`config.mk`:
```
export PLATFORM = sky130hd
export DESIGN_NAME = raycast_wall_column_texturer
export DESIGN_NICKNAME = d
export VERILOG_FILES = /design/src/hdl/rcwt_pkg.sv /design/src/hdl/rcwt_mul.sv /design/src/hdl/rcwt_div.sv /design/src/hdl/raycast_wall_column_texturer.sv
export VERILOG_INCLUDE_DIRS = /design/src /design/src/hdl
export SDC_FILE = /design/constraint.sdc
export NUM_CORES = 2
export LEC_CHECK = 0
export BUFFER_PORTS_ARGS = -buffer_cell sky130_fd_sc_hd__buf_2
export CORE_UTILIZATION = 62
export CTS_CLUSTER_SIZE = 28
export DETAILED_ROUTE_END_ITERATION = 16
export PLACE_DENSITY_LB_ADDON = 0.12
export REMOVE_ABC_BUFFERS = 1
export SYNTH_ARGS = -nofsm -noshare
export SYNTH_HDL_FRONTEND = slang
export SYNTH_SLANG_ARGS = --single-unit
```
`constraint.sdc`:
```
create_clock -name clk -period 8.7 [get_ports clk]
set_clock_uncertainty 0.15 [all_clocks]
set_input_delay 0.435 -clock clk [delete_from_list [all_inputs] [get_ports clk]]
set_output_delay 0.435 -clock clk [all_outputs]
set_load 0.005 [all_outputs]
```
`src/hdl/raycast_wall_column_texturer_defines.svh`:
```
// Assertion macros for the raycast wall column texturer.
// Included by the modules that carry concurrent assertions; no dependencies.
`ifndef RAYCAST_WALL_COLUMN_TEXTURER_DEFINES_SVH
`define RAYCAST_WALL_COLUMN_TEXTURER_DEFINES_SVH
`ifndef SYNTH
// Same-cycle implication, disabled while reset is asserted.
`define RCWT_ASSERT_IMPL(label, clk, rst_n, ante, cons) \
  label: assert property (@(posedge clk) disable iff (!rst_n) (ante) |-> (cons)) \
    else $error("rcwt assertion failed");
// Next-cycle implication, disabled while reset is asserted.
`define RCWT_ASSERT_NEXT(label, clk, rst_n, ante, cons) \
  label: assert property (@(posedge clk) disable iff (!rst_n) (ante) |=> (cons)) \
    else $error("rcwt assertion failed");
`else
`define RCWT_ASSERT_IMPL(label, clk, rst_n, ante, cons)
`define RCWT_ASSERT_NEXT(label, clk, rst_n, ante, cons)
`endif
`endif

```
`src/hdl/rcwt_pkg.sv`:
```
// Shared types and constants for the raycast wall column texturer.
// No dependencies; imported by every module of the block.
`timescale 1ns / 1ps

package rcwt_pkg;

  localparam int IN_TDATA_W  = 160;
  localparam int OUT_TDATA_W = 64;
  localparam int CFG_IDX_W   = 3;
  localparam int CFG_DATA_W  = 24;
  localparam int ROW_W       = 11;
  localparam int BASE_W      = 18;

  localparam logic [10:0] SCREEN_HEIGHT_RST = 11'd600;

  // Configuration register indexes.
  localparam logic [CFG_IDX_W-1:0] REG_SCREEN_HEIGHT = 3'd0;
  localparam logic [CFG_IDX_W-1:0] REG_CEILING_COLOR = 3'd1;
  localparam logic [CFG_IDX_W-1:0] REG_FLOOR_COLOR   = 3'd2;
  localparam logic [CFG_IDX_W-1:0] REG_CROUCH_OFFSET = 3'd3;
  localparam logic [CFG_IDX_W-1:0] REG_BONUS_MODE    = 3'd4;

  // Input item opcodes.
  localparam logic OP_SETUP = 1'b0;
  localparam logic OP_PIXEL = 1'b1;

  // Result pixel kinds.
  localparam logic [1:0] KIND_CEILING = 2'd0;
  localparam logic [1:0] KIND_WALL    = 2'd1;
  localparam logic [1:0] KIND_FLOOR   = 2'd2;

  // Map cell codes with texture overrides.
  localparam logic [7:0] CELL_FIVE   = 8'h35;
  localparam logic [7:0] CELL_DOT    = 8'h2E;
  localparam logic [7:0] CELL_COMMA  = 8'h2C;
  localparam logic [7:0] CELL_UNDER  = 8'h5F;
  localparam logic [7:0] CELL_AT     = 8'h40;
  localparam logic [7:0] CELL_HASH   = 8'h23;
  localparam logic [7:0] CELL_DOLLAR = 8'h24;

  // Texture numbers.
  localparam logic [5:0] TID_NORTH  = 6'd0;
  localparam logic [5:0] TID_SOUTH  = 6'd1;
  localparam logic [5:0] TID_WEST   = 6'd2;
  localparam logic [5:0] TID_EAST   = 6'd3;
  localparam logic [5:0] TID_DOT    = 6'd33;
  localparam logic [5:0] TID_COMMA  = 6'd34;
  localparam logic [5:0] TID_UNDER  = 6'd35;
  localparam logic [5:0] TID_AT     = 6'd36;
  localparam logic [5:0] TID_HASH   = 6'd37;
  localparam logic [5:0] TID_DOLLAR = 6'd38;

  typedef enum logic [2:0] {
    S_IDLE,
    S_HIT_MUL,
    S_HIT_WB,
    S_DIV_RUN,
    S_START_WB
  } state_t;

  typedef struct packed {
    logic busy;
    logic done;
  } div_stat_t;

endpackage

```
`src/hdl/rcwt_mul.sv`:
```
// Shared signed multiplier with a registered product.
// Depends on rcwt_pkg.
`timescale 1ns / 1ps

module rcwt_mul import rcwt_pkg::*; #(
  parameter int AW = 25,
  parameter int BW = 18
) (
  input  logic                       clk,
  input  logic signed [AW-1:0]       a,
  input  logic signed [BW-1:0]       b,
  output logic signed [AW+BW-1:0]    p
);

  logic signed [AW+BW-1:0] p_r;

  always_ff @(posedge clk) begin
    p_r <= a * b;
  end

  assign p = p_r;

endmodule

```
`src/hdl/rcwt_div.sv`:
```
// Restoring divider, one quotient bit per cycle.
// Depends on rcwt_pkg and the assertion macro header.
`timescale 1ns / 1ps
`include "raycast_wall_column_texturer_defines.svh"

module rcwt_div import rcwt_pkg::*; #(
  parameter int NUM_W = 23,
  parameter int DEN_W = 16
) (
  input  logic              clk,
  input  logic              rst_n,
  input  logic              start,
  input  logic [NUM_W-1:0]  num,
  input  logic [DEN_W-1:0]  den,
  output div_stat_t         stat,
  output logic [NUM_W-1:0]  quo
);

  localparam int CNT_W = $clog2(NUM_W + 1);

  logic             busy_r, busy_nxt;
  logic             done_r, done_nxt;
  logic [CNT_W-1:0] cnt_r, cnt_nxt;
  logic [DEN_W-1:0] rem_r, rem_nxt;
  logic [DEN_W-1:0] den_r, den_nxt;
  logic [NUM_W-1:0] num_r, num_nxt;
  logic [NUM_W-1:0] quo_r, quo_nxt;
  logic [DEN_W:0]   trial;
  logic             fits;

  assign trial = {rem_r, num_r[NUM_W-1]};
  assign fits  = trial >= {1'b0, den_r};

  always_comb begin
    busy_nxt = busy_r;
    done_nxt = 1'b0;
    cnt_nxt  = cnt_r;
    rem_nxt  = rem_r;
    den_nxt  = den_r;
    num_nxt  = num_r;
    quo_nxt  = quo_r;
    if (start) begin
      busy_nxt = 1'b1;
      cnt_nxt  = CNT_W'(NUM_W);
      rem_nxt  = '0;
      den_nxt  = den;
      num_nxt  = num;
      quo_nxt  = '0;
    end else if (busy_r) begin
      rem_nxt = fits ? DEN_W'(trial - {1'b0, den_r}) : trial[DEN_W-1:0];
      quo_nxt = {quo_r[NUM_W-2:0], fits};
      num_nxt = {num_r[NUM_W-2:0], 1'b0};
      cnt_nxt = cnt_r - CNT_W'(1);
      if (cnt_r == CNT_W'(1)) begin
        busy_nxt = 1'b0;
        done_nxt = 1'b1;
      end
    end
  end

  always_ff @(posedge clk) begin
    if (!rst_n) begin
      busy_r <= 1'b0;
      done_r <= 1'b0;
      cnt_r  <= '0;
    end else begin
      busy_r <= busy_nxt;
      done_r <= done_nxt;
      cnt_r  <= cnt_nxt;
    end
    rem_r <= rem_nxt;
    den_r <= den_nxt;
    num_r <= num_nxt;
    quo_r <= quo_nxt;
  end

  assign stat.busy = busy_r;
  assign stat.done = done_r;
  assign quo       = quo_r;

  `RCWT_ASSERT_NEXT(a_div_start_busy, clk, rst_n, rst_n && start, stat.busy)
  `RCWT_ASSERT_IMPL(a_div_done_idle, clk, rst_n, stat.done, !stat.busy)

endmodule

```
`src/hdl/raycast_wall_column_texturer.sv`:
```
// Top level of the raycast wall column texturer: setup sequencer, row generator.
// Depends on rcwt_pkg, rcwt_mul, rcwt_div and the assertion macro header.
`timescale 1ns / 1ps
`include "raycast_wall_column_texturer_defines.svh"

// Usage
// The input stream carries two kinds of item, told apart by in_tuser. A setup
// item holds one screen column's ray result; the block picks the texture, works
// out the texture column, divides for the vertical texture step and multiplies
// out the start position. A pixel item then yields one screen row, top to
// bottom: ceiling color, a wall texel coordinate, or floor color, with tlast on
// the final row. A pixel item with no active column is taken and dropped.
// Throughput: a pixel item is taken every cycle and its result appears in the output
// register in the next cycle. A setup item holds in_tready low while the sequencer
// runs the hit-point product, the one-bit-per-cycle step divider and the start
// product; the shared multiplier serves both products.
// When the receiver stalls, the output register holds its item and in_tready
// drops until it is taken. Reset clears the column and the handshake state and
// loads the register defaults (screen height 600). Configuration writes go
// through the cfg port and must only happen while the block is idle.

module raycast_wall_column_texturer import rcwt_pkg::*; #(
  parameter int TEX_SIZE = 64,
  parameter int MAX_ROWS = 1024
) (
  input  logic                   clk,
  input  logic                   rst_n,
  // Input channel.
  input  logic                   in_tvalid,
  output logic                   in_tready,
  // tdata, lowest bit up: column, hit_side, ray_dir_x, ray_dir_y, pos_x, pos_y,
  // wall_dist, line_first, line_last, line_height, cell_code, zero fill.
  input  logic [IN_TDATA_W-1:0]  in_tdata,
  // tuser: opcode.
  input  logic                   in_tuser,
  // Result channel.
  output logic                   out_tvalid,
  input  logic                   out_tready,
  // tdata, lowest bit up: row, out_column, texture_id, tex_u, tex_v, flat_color,
  // zero fill.
  output logic [OUT_TDATA_W-1:0] out_tdata,
  // tuser: pixel_kind.
  output logic [1:0]             out_tuser,
  // tlast: last_row.
  output logic                   out_tlast,
  // Configuration write port.
  input  logic                   cfg_we,
  input  logic [CFG_IDX_W-1:0]   cfg_index,
  input  logic [CFG_DATA_W-1:0]  cfg_wdata
);

  localparam int TEX_BITS = $clog2(TEX_SIZE);
  localparam int VSTEP_W  = TEX_BITS + 17;
  localparam int MUL_AW   = (VSTEP_W + 1 > 25) ? VSTEP_W + 1 : 25;
  localparam int MUL_PW   = MUL_AW + BASE_W;

  // Input fields.
  logic [10:0] f_column;
  logic        f_side;
  logic [15:0] f_dir_x, f_dir_y;
  logic [21:0] f_pos_x, f_pos_y;
  logic [23:0] f_dist;
  logic [10:0] f_line_first, f_line_last;
  logic [15:0] f_line_height;
  logic [7:0]  f_cell;

  assign f_column      = in_tdata[10:0];
  assign f_side        = in_tdata[11];
  assign f_dir_x       = in_tdata[27:12];
  assign f_dir_y       = in_tdata[43:28];
  assign f_pos_x       = in_tdata[65:44];
  assign f_pos_y       = in_tdata[87:66];
  assign f_dist        = in_tdata[111:88];
  assign f_line_first  = in_tdata[122:112];
  assign f_line_last   = in_tdata[133:123];
  assign f_line_height = in_tdata[149:134];
  assign f_cell        = in_tdata[157:150];

  // Configuration registers.
  logic [10:0] screen_height_r;
  logic [23:0] ceiling_color_r;
  logic [23:0] floor_color_r;
  logic [10:0] crouch_offset_r;
  logic        bonus_mode_r;

  // Column state.
  state_t                    state_r, state_nxt;
  logic                      column_active_r;
  logic [ROW_W-1:0]          row_counter_r;
  logic [10:0]               held_column_r;
  logic [5:0]                held_tid_r;
  logic [TEX_BITS-1:0]       held_tex_u_r;
  logic [10:0]               wall_first_row_r;
  logic [10:0]               wall_end_row_r;
  logic [VSTEP_W-1:0]        v_step_r;
  logic [39:0]               v_position_r;

  // Setup operands held across the sequence.
  logic [23:0]               dist_r;
  logic [15:0]               dir_r;
  logic [15:0]               pos_lo_r;
  logic                      mirror_r;
  logic [15:0]               lh_r;
  logic signed [BASE_W-1:0]  base_r;

  // Output register.
  logic                      out_valid_r;
  logic [1:0]                out_kind_r;
  logic [9:0]                out_row_r;
  logic [10:0]               out_col_r;
  logic [5:0]                out_tid_r;
  logic [5:0]                out_tu_r;
  logic [5:0]                out_tv_r;
  logic [23:0]               out_color_r;
  logic                      out_last_r;

  // Sequencer controls.
  logic                      mul_sel_start;
  logic                      div_start;
  logic                      hit_wb;
  logic                      step_wb;
  logic                      pos_wb;

  logic                      in_fire, setup_fire, pix_fire;
  logic [10:0]               h_eff;
  logic                      pix_last;
  logic [1:0]                pix_kind;
  logic [TEX_BITS-1:0]       pix_tv;
  logic [39:0]               v_neg;
  logic [15:0]               lh_eff;
  logic signed [BASE_W-1:0]  base_w;
  logic                      dx_pos, dx_neg, dy_pos, dy_neg;
  logic [5:0]                tid_w;

  logic signed [MUL_AW-1:0]  mul_a;
  logic signed [BASE_W-1:0]  mul_b;
  logic signed [MUL_PW-1:0]  mul_p;
  logic [15:0]               frac;
  logic [TEX_BITS-1:0]       u_raw;
  div_stat_t                 div_stat;
  logic [VSTEP_W-1:0]        div_quo;

  // Effective screen height: zero acts as one row, large values clamp.
  always_comb begin
    if (screen_height_r == 11'd0) begin
      h_eff = 11'd1;
    end else if ({2'b00, screen_height_r} > 13'(MAX_ROWS)) begin
      h_eff = 11'(MAX_ROWS);
    end else begin
      h_eff = screen_height_r;
    end
  end

  assign in_tready  = (state_r == S_IDLE) && (!out_valid_r || out_tready);
  assign in_fire    = in_tvalid && in_tready;
  assign setup_fire = in_fire && (in_tuser == OP_SETUP);
  assign pix_fire   = in_fire && (in_tuser == OP_PIXEL) && column_active_r;

  // Texture selection from the hit side, ray signs and the cell overrides.
  assign dx_pos = !f_dir_x[15] && (f_dir_x != 16'd0);
  assign dx_neg = f_dir_x[15];
  assign dy_pos = !f_dir_y[15] && (f_dir_y != 16'd0);
  assign dy_neg = f_dir_y[15];

  always_comb begin
    if (!f_side) begin
      tid_w = dx_pos ? TID_EAST : TID_WEST;
    end else begin
      tid_w = dy_neg ? TID_NORTH : TID_SOUTH;
    end
    if (bonus_mode_r) begin
      case (f_cell)
        CELL_FIVE:   tid_w = TID_SOUTH;
        CELL_DOT:    tid_w = TID_DOT;
        CELL_COMMA:  tid_w = TID_COMMA;
        CELL_UNDER:  tid_w = TID_UNDER;
        CELL_AT:     tid_w = TID_AT;
        CELL_HASH:   tid_w = TID_HASH;
        CELL_DOLLAR: tid_w = TID_DOLLAR;
        default: begin
          if (f_side && dy_pos) begin
            tid_w = TID_WEST;
          end
        end
      endcase
    end
  end

  // Start row offset: line_first - H/2 + line_height/2 - crouch_offset.
  assign lh_eff = (f_line_height == 16'd0) ? 16'd1 : f_line_height;
  assign base_w = $signed({7'd0, f_line_first}) - $signed({8'd0, h_eff[10:1]})
                + $signed({3'd0, lh_eff[15:1]})
                - $signed({{7{crouch_offset_r[10]}}, crouch_offset_r});

  // Shared multiplier: hit-point product first, then start position.
  always_comb begin
    if (mul_sel_start) begin
      mul_a = $signed({{(MUL_AW-VSTEP_W){1'b0}}, div_quo});
      mul_b = base_r;
    end else begin
      mul_a = $signed({{(MUL_AW-24){1'b0}}, dist_r});
      mul_b = $signed({{(BASE_W-16){dir_r[15]}}, dir_r});
    end
  end

  rcwt_mul #(
    .AW (MUL_AW),
    .BW (BASE_W)
  ) u_mul (
    .clk (clk),
    .a   (mul_a),
    .b   (mul_b),
    .p   (mul_p)
  );

  // Step divider: (TEX_SIZE << 16) / line_height.
  rcwt_div #(
    .NUM_W (VSTEP_W),
    .DEN_W (16)
  ) u_div (
    .clk   (clk),
    .rst_n (rst_n),
    .start (div_start),
    .num   (VSTEP_W'(TEX_SIZE) << 16),
    .den   (lh_r),
    .stat  (div_stat),
    .quo   (div_quo)
  );

  // Fraction of the hit point in Q.16; its top bits index the texture column.
  assign frac  = mul_p[29:14] + pos_lo_r;
  assign u_raw = frac[15 -: TEX_BITS];

  // Next state.
  always_comb begin
    state_nxt = state_r;
    case (state_r)
      S_IDLE: begin
        if (setup_fire) begin
          state_nxt = S_HIT_MUL;
        end
      end
      S_HIT_MUL:  state_nxt = S_HIT_WB;
      S_HIT_WB:   state_nxt = S_DIV_RUN;
      S_DIV_RUN: begin
        if (div_stat.done) begin
          state_nxt = S_START_WB;
        end
      end
      S_START_WB: state_nxt = S_IDLE;
      default:    state_nxt = S_IDLE;
    endcase
  end

  // Sequencer outputs.
  always_comb begin
    mul_sel_start = 1'b0;
    div_start     = 1'b0;
    hit_wb        = 1'b0;
    step_wb       = 1'b0;
    pos_wb        = 1'b0;
    case (state_r)
      S_HIT_WB: begin
        hit_wb    = 1'b1;
        div_start = 1'b1;
      end
      S_DIV_RUN: begin
        mul_sel_start = 1'b1;
        step_wb       = div_stat.done;
      end
      S_START_WB: pos_wb = 1'b1;
      default: ;
    endcase
  end

  // Pixel row decode. The texel row is the integer part of v truncated toward
  // zero, so a negative position is negated, shifted and negated back.
  assign pix_last = ({1'b0, row_counter_r} + 12'd1) >= {1'b0, h_eff};
  assign v_neg    = 40'd0 - v_position_r;
  assign pix_tv   = v_position_r[39] ? (TEX_BITS'(0) - v_neg[16 +: TEX_BITS])
                                     : v_position_r[16 +: TEX_BITS];

  always_comb begin
    if (row_counter_r < wall_first_row_r) begin
      pix_kind = KIND_CEILING;
    end else if (row_counter_r < wall_end_row_r) begin
      pix_kind = KIND_WALL;
    end else begin
      pix_kind = KIND_FLOOR;
    end
  end

  // Configuration and control registers.
  always_ff @(posedge clk) begin
    if (!rst_n) begin
      screen_height_r <= SCREEN_HEIGHT_RST;
      ceiling_color_r <= '0;
      floor_color_r   <= '0;
      crouch_offset_r <= '0;
      bonus_mode_r    <= 1'b0;
      state_r         <= S_IDLE;
      column_active_r <= 1'b0;
      row_counter_r   <= '0;
      out_valid_r     <= 1'b0;
    end else begin
      if (cfg_we) begin
        case (cfg_index)
          REG_SCREEN_HEIGHT: screen_height_r <= cfg_wdata[10:0];
          REG_CEILING_COLOR: ceiling_color_r <= cfg_wdata[23:0];
          REG_FLOOR_COLOR:   floor_color_r   <= cfg_wdata[23:0];
          REG_CROUCH_OFFSET: crouch_offset_r <= cfg_wdata[10:0];
          REG_BONUS_MODE:    bonus_mode_r    <= cfg_wdata[0];
          default: ;
        endcase
      end
      state_r <= state_nxt;
      if (setup_fire) begin
        column_active_r <= 1'b1;
        row_counter_r   <= '0;
      end else if (pix_fire) begin
        column_active_r <= !pix_last;
        row_counter_r   <= pix_last ? '0 : row_counter_r + ROW_W'(1);
      end
      if (pix_fire) begin
        out_valid_r <= 1'b1;
      end else if (out_tready) begin
        out_valid_r <= 1'b0;
      end
    end
  end

  // Column payload registers.
  always_ff @(posedge clk) begin
    if (setup_fire) begin
      held_column_r    <= f_column;
      held_tid_r       <= tid_w;
      wall_first_row_r <= f_line_first;
      wall_end_row_r   <= f_line_last;
      dist_r           <= f_dist;
      dir_r            <= f_side ? f_dir_x : f_dir_y;
      pos_lo_r         <= f_side ? f_pos_x[15:0] : f_pos_y[15:0];
      mirror_r         <= (!f_side && dx_neg) || (f_side && dy_pos);
      lh_r             <= lh_eff;
      base_r           <= base_w;
    end
    if (hit_wb) begin
      held_tex_u_r <= mirror_r ? ~u_raw : u_raw;
    end
    if (step_wb) begin
      v_step_r <= div_quo;
    end
    if (pos_wb) begin
      v_position_r <= mul_p[39:0];
    end else if (pix_fire && (pix_kind == KIND_WALL)) begin
      v_position_r <= v_position_r + 40'(v_step_r);
    end
  end

  // Output register payload.
  always_ff @(posedge clk) begin
    if (pix_fire) begin
      out_kind_r  <= pix_kind;
      out_row_r   <= row_counter_r[9:0];
      out_col_r   <= held_column_r;
      out_last_r  <= pix_last;
      out_tid_r   <= (pix_kind == KIND_WALL) ? held_tid_r : 6'd0;
      out_tu_r    <= (pix_kind == KIND_WALL) ? 6'(held_tex_u_r) : 6'd0;
      out_tv_r    <= (pix_kind == KIND_WALL) ? 6'(pix_tv) : 6'd0;
      case (pix_kind)
        KIND_CEILING: out_color_r <= ceiling_color_r;
        KIND_FLOOR:   out_color_r <= floor_color_r;
        default:      out_color_r <= '0;
      endcase
    end
  end

  assign out_tvalid = out_valid_r;
  assign out_tuser  = out_kind_r;
  assign out_tlast  = out_last_r;
  assign out_tdata  = {1'b0, out_color_r, out_tv_r, out_tu_r, out_tid_r, out_col_r,
                       out_row_r};

  `RCWT_ASSERT_NEXT(a_setup_starts, clk, rst_n, rst_n && setup_fire, column_active_r && state_r == S_HIT_MUL)
  `RCWT_ASSERT_NEXT(a_pixel_result, clk, rst_n, rst_n && pix_fire, out_tvalid)
  `RCWT_ASSERT_NEXT(a_last_ends_column, clk, rst_n, rst_n && pix_fire && pix_last, !column_active_r && row_counter_r == '0)
  `RCWT_ASSERT_IMPL(a_wall_no_color, clk, rst_n, out_tvalid && out_tuser == KIND_WALL, out_color_r == '0)

endmodule

```
Word-level counts from Yosys, hierarchy flattened
Cells that the tools add are included.

Register bits after elaboration: 455. Bits of input ports: 193. Output and inout bits: 69. Logic and storage cells: 157.

Add/subtract/negate cells: 11. $mul: 1. $lt $le $gt $ge: 5. Equality and inequality tests: 20. Mux-type cells: 39. Bitwise gates (word level): 4. Reduce and logical (&&, ||, !) cells: 37.

Operators by type and width (count): $mux W40 (2); $mux W16 (4); $pmux W24 S2 (1); $pmux W6 S7 (1); $add A40 B23 Y40 (1); $eq A8 B6 Y1 const B (5); $mul A25 B18 Y40 (1); $mux W11 (3); $reduce_bool A16 Y1 (2); $mux W24 (1); $mux W6 (4); $lt A11 B11 Y1 (2); $sub A1 B22 Y22 const A (1); $mux W18 (1); $sub A17 B11 Y18 (1); $add A12 B16 Y17 (1); $ge A17 B16 Y1 (1); $add A16 B16 Y16 (1); $eq A8 B7 Y1 const B (2); $logic_not A16 Y1 (1); $sub A16 B16 Y16 (1); $mux W1 (14); $add A11 B1 Y12 const B (1); $eq A3 B2 Y1 const B (4); other kinds (29) (61).

Depth between registers and ports, before layout
Depth after elaboration: 9. Depth in mapped cells: 30. Gate-level depth less buffers: 27.

Hierarchy
From an unflattened synthesis, not the netlist that was laid out.

Cell total of the unflattened synthesis: 3887. Area total of the unflattened synthesis: 38687.1 um^2.

Modules (own cells, without submodules): raycast_wall_column_texturer (times used 1, cells each 1664, area each 17773.3 um^2, sequential area each 9579.2 um^2); rcwt_mul (times used 1, cells each 1827, area each 16681.0 um^2, sequential area each 860.8 um^2); rcwt_div (times used 1, cells each 396, area each 4232.8 um^2, sequential area each 2092.0 um^2).

Worst setup path after synthesis
No wires, ideal clock.

Path kind: reg2reg. Start point: register state_r[2]. End point: register u_mul.p_r[37] (netlist: u_mul.p[37]). Library setup time: 72 ps. Arrival time: 7345 ps. Required time: 8478 ps. Slack: 1133 ps. Cell stages (with the launch flop): 29. Path buffers: 5. Clock period less this slack: 7567 ps. Cell sequence: dfxtp_1 -> clkbuf_1 -> or2_2 -> clkbuf_1 -> clkbuf_1 -> clkbuf_1 -> nand2_1 -> nand2_1 -> clkbuf_1 -> nand2_1 -> fa_1 -> inv_1 -> fa_1 -> fa_1 -> fa_1 -> fa_1 -> inv_1 -> fa_1 -> inv_1 -> ha_1 -> a21oi_1 -> o21ai_1 -> a31o_1 -> a221o_1 -> or3_1 -> a21o_1 -> a31o_1 -> a21oi_1 -> xnor2_1.

Word-level cells in the longest chain between the ends: 4.

RTL lines: start: declaration (RTL line raycast_wall_column_texturer.sv:87) `state_t state_r, state_nxt;`; start signal: assignment (RTL line raycast_wall_column_texturer.sv:316) `state_r <= state_nxt;`; $eq A3 B2 Y1 (*) (RTL line raycast_wall_column_texturer.sv:262) `case (state_r)`; $mux W1 (*) (RTL line raycast_wall_column_texturer.sv:262); $mux W24 or $mux W18 (tied branches) (RTL line raycast_wall_column_texturer.sv:197) `if (mul_sel_start) begin`; $mul A25 B18 Y40 (*) (RTL line rcwt_mul.sv:18) `p_r <= a * b;`; end signal: assignment (RTL line rcwt_mul.sv:18); end: declaration (RTL line rcwt_mul.sv:15) `logic signed [AW+BW-1:0] p_r;`.

Mark *: on every way between the ends. The rest lies on a longest branch, timed or not. A chain may end at the register's enable or synchronous reset.

Worst setup path in the final report
Start point: register state_r[1]. End point: register u_mul.p_r[29] (netlist: u_mul.p[29]).

Same word-level chain as after synthesis.

==> impl_metrics.py <==
metrics = {
    "run_status": {
        "status": "finished, final reports clean",
    },
    "clocking": {
        "cts_buffers": 48,
        "cts_tree": "built",
        "h-tree-depth": 2,
        "clock-root-buffer": "clkbuf_16",
        "insertion_delay_ps": 610,
        "cts_buffer_depth": 3,
        "cts_num_sinks": 451,
        "clk_pin_slew_worst_paths_ps": 60,
    },
    "detailed_routing": {
        "num_vias": 27300,
        "drtIter0Drc": 1765,
        "ant_nets": 0,
        "via_per_inst": 5.70,
        "routed_wl_um": 97400,
        "avgRoutedWirePerCell_um": 20.3,
        "firstDrtPassIters": 5,
        "drc": 0,
    },
    "timing": {
        "tightest_slew_ps": 1340,
        "relSlewSlack": 0.103,
        "finalCriticalPeriod_ps": 8110,
        "finalHoldViolations": 0,
        "slew_viol_final": 0,
        "grt_setup_unrepaired": "no",
        "fmax_ghz": 0.123,
        "fin_crit_sh": 0.933,
        "setup_violations": 0,
    },
    "global_routing": {
        "use_met3": 0.0490,
        "grt.busiest_layer": "met2",
        "use_met1": 0.416,
        "grt_max_degree": 85,
        "use_met2": 0.601,
        "grt_pass1_vias": 28300,
        "antenna_found_initial": 1,
        "grtUsageTotal": 0.343,
        "grt_pass1_wl_um": 152000,
        "globalRouteOverflowTotal": 0,
    },
    "yosys": {
        "avgSynthCellArea_um2": 9.76,
        "synthArstFlopShare": 0,
        "synth_xor_area_frac": 0.0322,
        "ys_top_cells_by_area": "edfxtp_1 24%, fa_1 21%, dfxtp_1 9.9%",
        "synth-seq-cells": 451,
        "ys_warn_count": 0,
        "synthMostInstantiatedCell": "nand2_1",
        "syn-instance-count": 3619,
        "synthFlopType": "edfxtp_1",
        "synthTopCellsByCount": "626 x nand2_1, 546 x inv_1, 371 x fa_1",
        "synthSimpleGateAreaFrac": 0.137,
        "ys_seq_area_frac": 0.334,
        "synth_compound_area_frac": 0.0945,
        "synth_top_family_by_area": "adder cells",
        "netlist_area_mm2": 0.0353,
        "yosys.area.top_type_share": 0.236,
        "yosysUniqueCellTypes": 81,
        "synth.area.mux_share": 0.0301,
        "yosysTopAreaCell": "edfxtp_1",
        "synth_fa_ha_area_frac": 0.297,
        "synth_edf_count": 277,
    },
    "worst_setup_path": {
        "crit_family": "adder cells",
        "critPathKind": "flop to flop",
        "worst_setup_path_end_kind": "flop",
        "worst-path-buf-inv": 5,
        "crit_path_start_kind": "flop",
        "cpPeakStageDelay_ps": 580,
        "slowest_stage": "fa_1",
        "cp_common_cell": "fa_1",
        "crit_fanout": 26,
        "cp.required_ps": 9040,
        "cp.arrival_ps": 8460,
    },
    "placed_design": {
        "dp_hpwl_um": 75300,
        "place_area_mm2": 0.0377,
        "portBuffers": 244,
        "place.gp.congestion": 1.01,
        "placed_cells": 4576,
    },
    "run": {
        "drv_cap": 0,
    },
    "floorplanning": {
        "die_w_um": 241,
        "fp.dieH_um": 241,
        "coreArea_mm2": 0.0564,
        "initial_core_util": 0.626,
        "die_area_mm2": 0.0579,
        "ios": 262,
        "core.rowCount": 87,
    },
    "layout": {
        "fin_area_mm2": 0.0406,
        "layoutNonFillerInstCount": 4792,
        "layout-drive-gt1-share": 0.121,
        "area_delta_synth_final_pct": 15.0,
        "layout.nets": 4803,
        "n_fill_cell": 4273,
    },
    "worst_hold_path": {
        "hold_class": "primary input to flop",
    },
}
-- state kept, by name, summed over array words and instances (netlist names), 16 cells and up --
signal and flops:
pos_lo_r 16, dir_r 16, out_color_r 24, u_div.den_r 16
floor_color_r 24, ceiling_color_r 24, lh_r 16, v_step_r 23
u_div.rem_r 16, v_position_r 40, u_mul.p 40, u_div.quo 23
base_r 18, dist_r 24
-- path summary, 6_finish.rpt --
check	from	endpoint	slack (ps)	depth (start not counted)
setup reg to reg	state_r[1]$_SDFFE_PN0P_	u_mul.p[29]$_DFF_P_	590	25
hold / removal	in_tdata[73]	pos_lo_r[7]$_DFFE_PP_	20	2
setup / recovery	state_r[1]$_SDFFE_PN0P_	u_mul.p[29]$_DFF_P_	590	25
hold reg to reg	held_column_r[4]$_DFFE_PP_	out_col_r[4]$_DFFE_PP_	260	0
-- through the flow --
step / worst slack [ps] / utilization / hold slack (ps) / setup TNS (ps)
after global placement: 781 / 0.669 / 251 / 0
after CTS: 666 / 0.720 / 0.572 / 0
final: 586 / 0.720 / 18.1 / 0
after global routing: 231 / 0.720 / 11.5 / 0
after floorplan: -483 / - / 250 / -1800
after detailed placement: 656 / 0.669 / 255 / 0
-- cells in the final DEF, fill, tap and decap left out, types with 8 or more instances in the layout --
cell,n
a311oi_1,8
buf_4,105
a211oi_1,15
a21oi_1,112
nand2_1,626
nand3_1,47
clkbuf_1,8
a21boi_0,79
fa_1,371
and3_1,27
mux2_2,33
o21bai_1,13
xnor2_1,85
edfxtp_1,277
a31oi_1,15
mux2i_1,69
nor3_1,24
clkbuf_16,51
nand4_1,17
ha_1,244
nor2_1,253
buf_2,244
nor2b_1,23
o211ai_1,9
a21o_1,39
o21a_1,16
nand2b_1,17
a22o_1,32
and2_1,33
xor2_1,45
nor4_1,16
inv_1,544
o21ai_0,81
or3_1,8
dfxtp_1,173
dlygate4sd3_1,125
-- area by class of cell --
class	instances	area, um2	share of cell area
timing repair buffer	475	3280	0.0808
clock inverter	26	231	0.00570
sequential	451	11800	0.291
multi-input combinational	2471	20900	0.515
clock buffer	64	1380	0.0339
antenna	1	2.50	0.0000616
tap	756	946	0.0233
inverter	548	2060	0.0507
-- per-layer routing --
metal  routed length, um  up-vias  part of all wire
li1                    -    12500                 -
met1               37500    13400              0.38
met2               47900     1096              0.49
met3                6760      263             0.069
met4                5230        0             0.054
met5                   0        -                 0
-- cell families (layout without fill, tap and decap cells) --
group,after synthesis,count (layout)
DFF,451,451
muxes,102,102
other,1,4
adders and majority gates,615,615
xor gates and xnor gates,130,130
AOI/OAI and AO/OA,491,491
buffers and inverters,699,1113
and+or+nand+nor,1130,1130
-- repair_timing --
item / CTS / global route
endpoints found under the hold margin: 144 / 0
hold buffers: 125 / 0
buffers inserted: 0 / 0
setup endpoints to repair: 0 / 0
resized for setup: 0 / 0
Power is left out: the tool's default activity adds up to more than one toggle a clock period on the data nets, which glitch-free logic cannot reach.
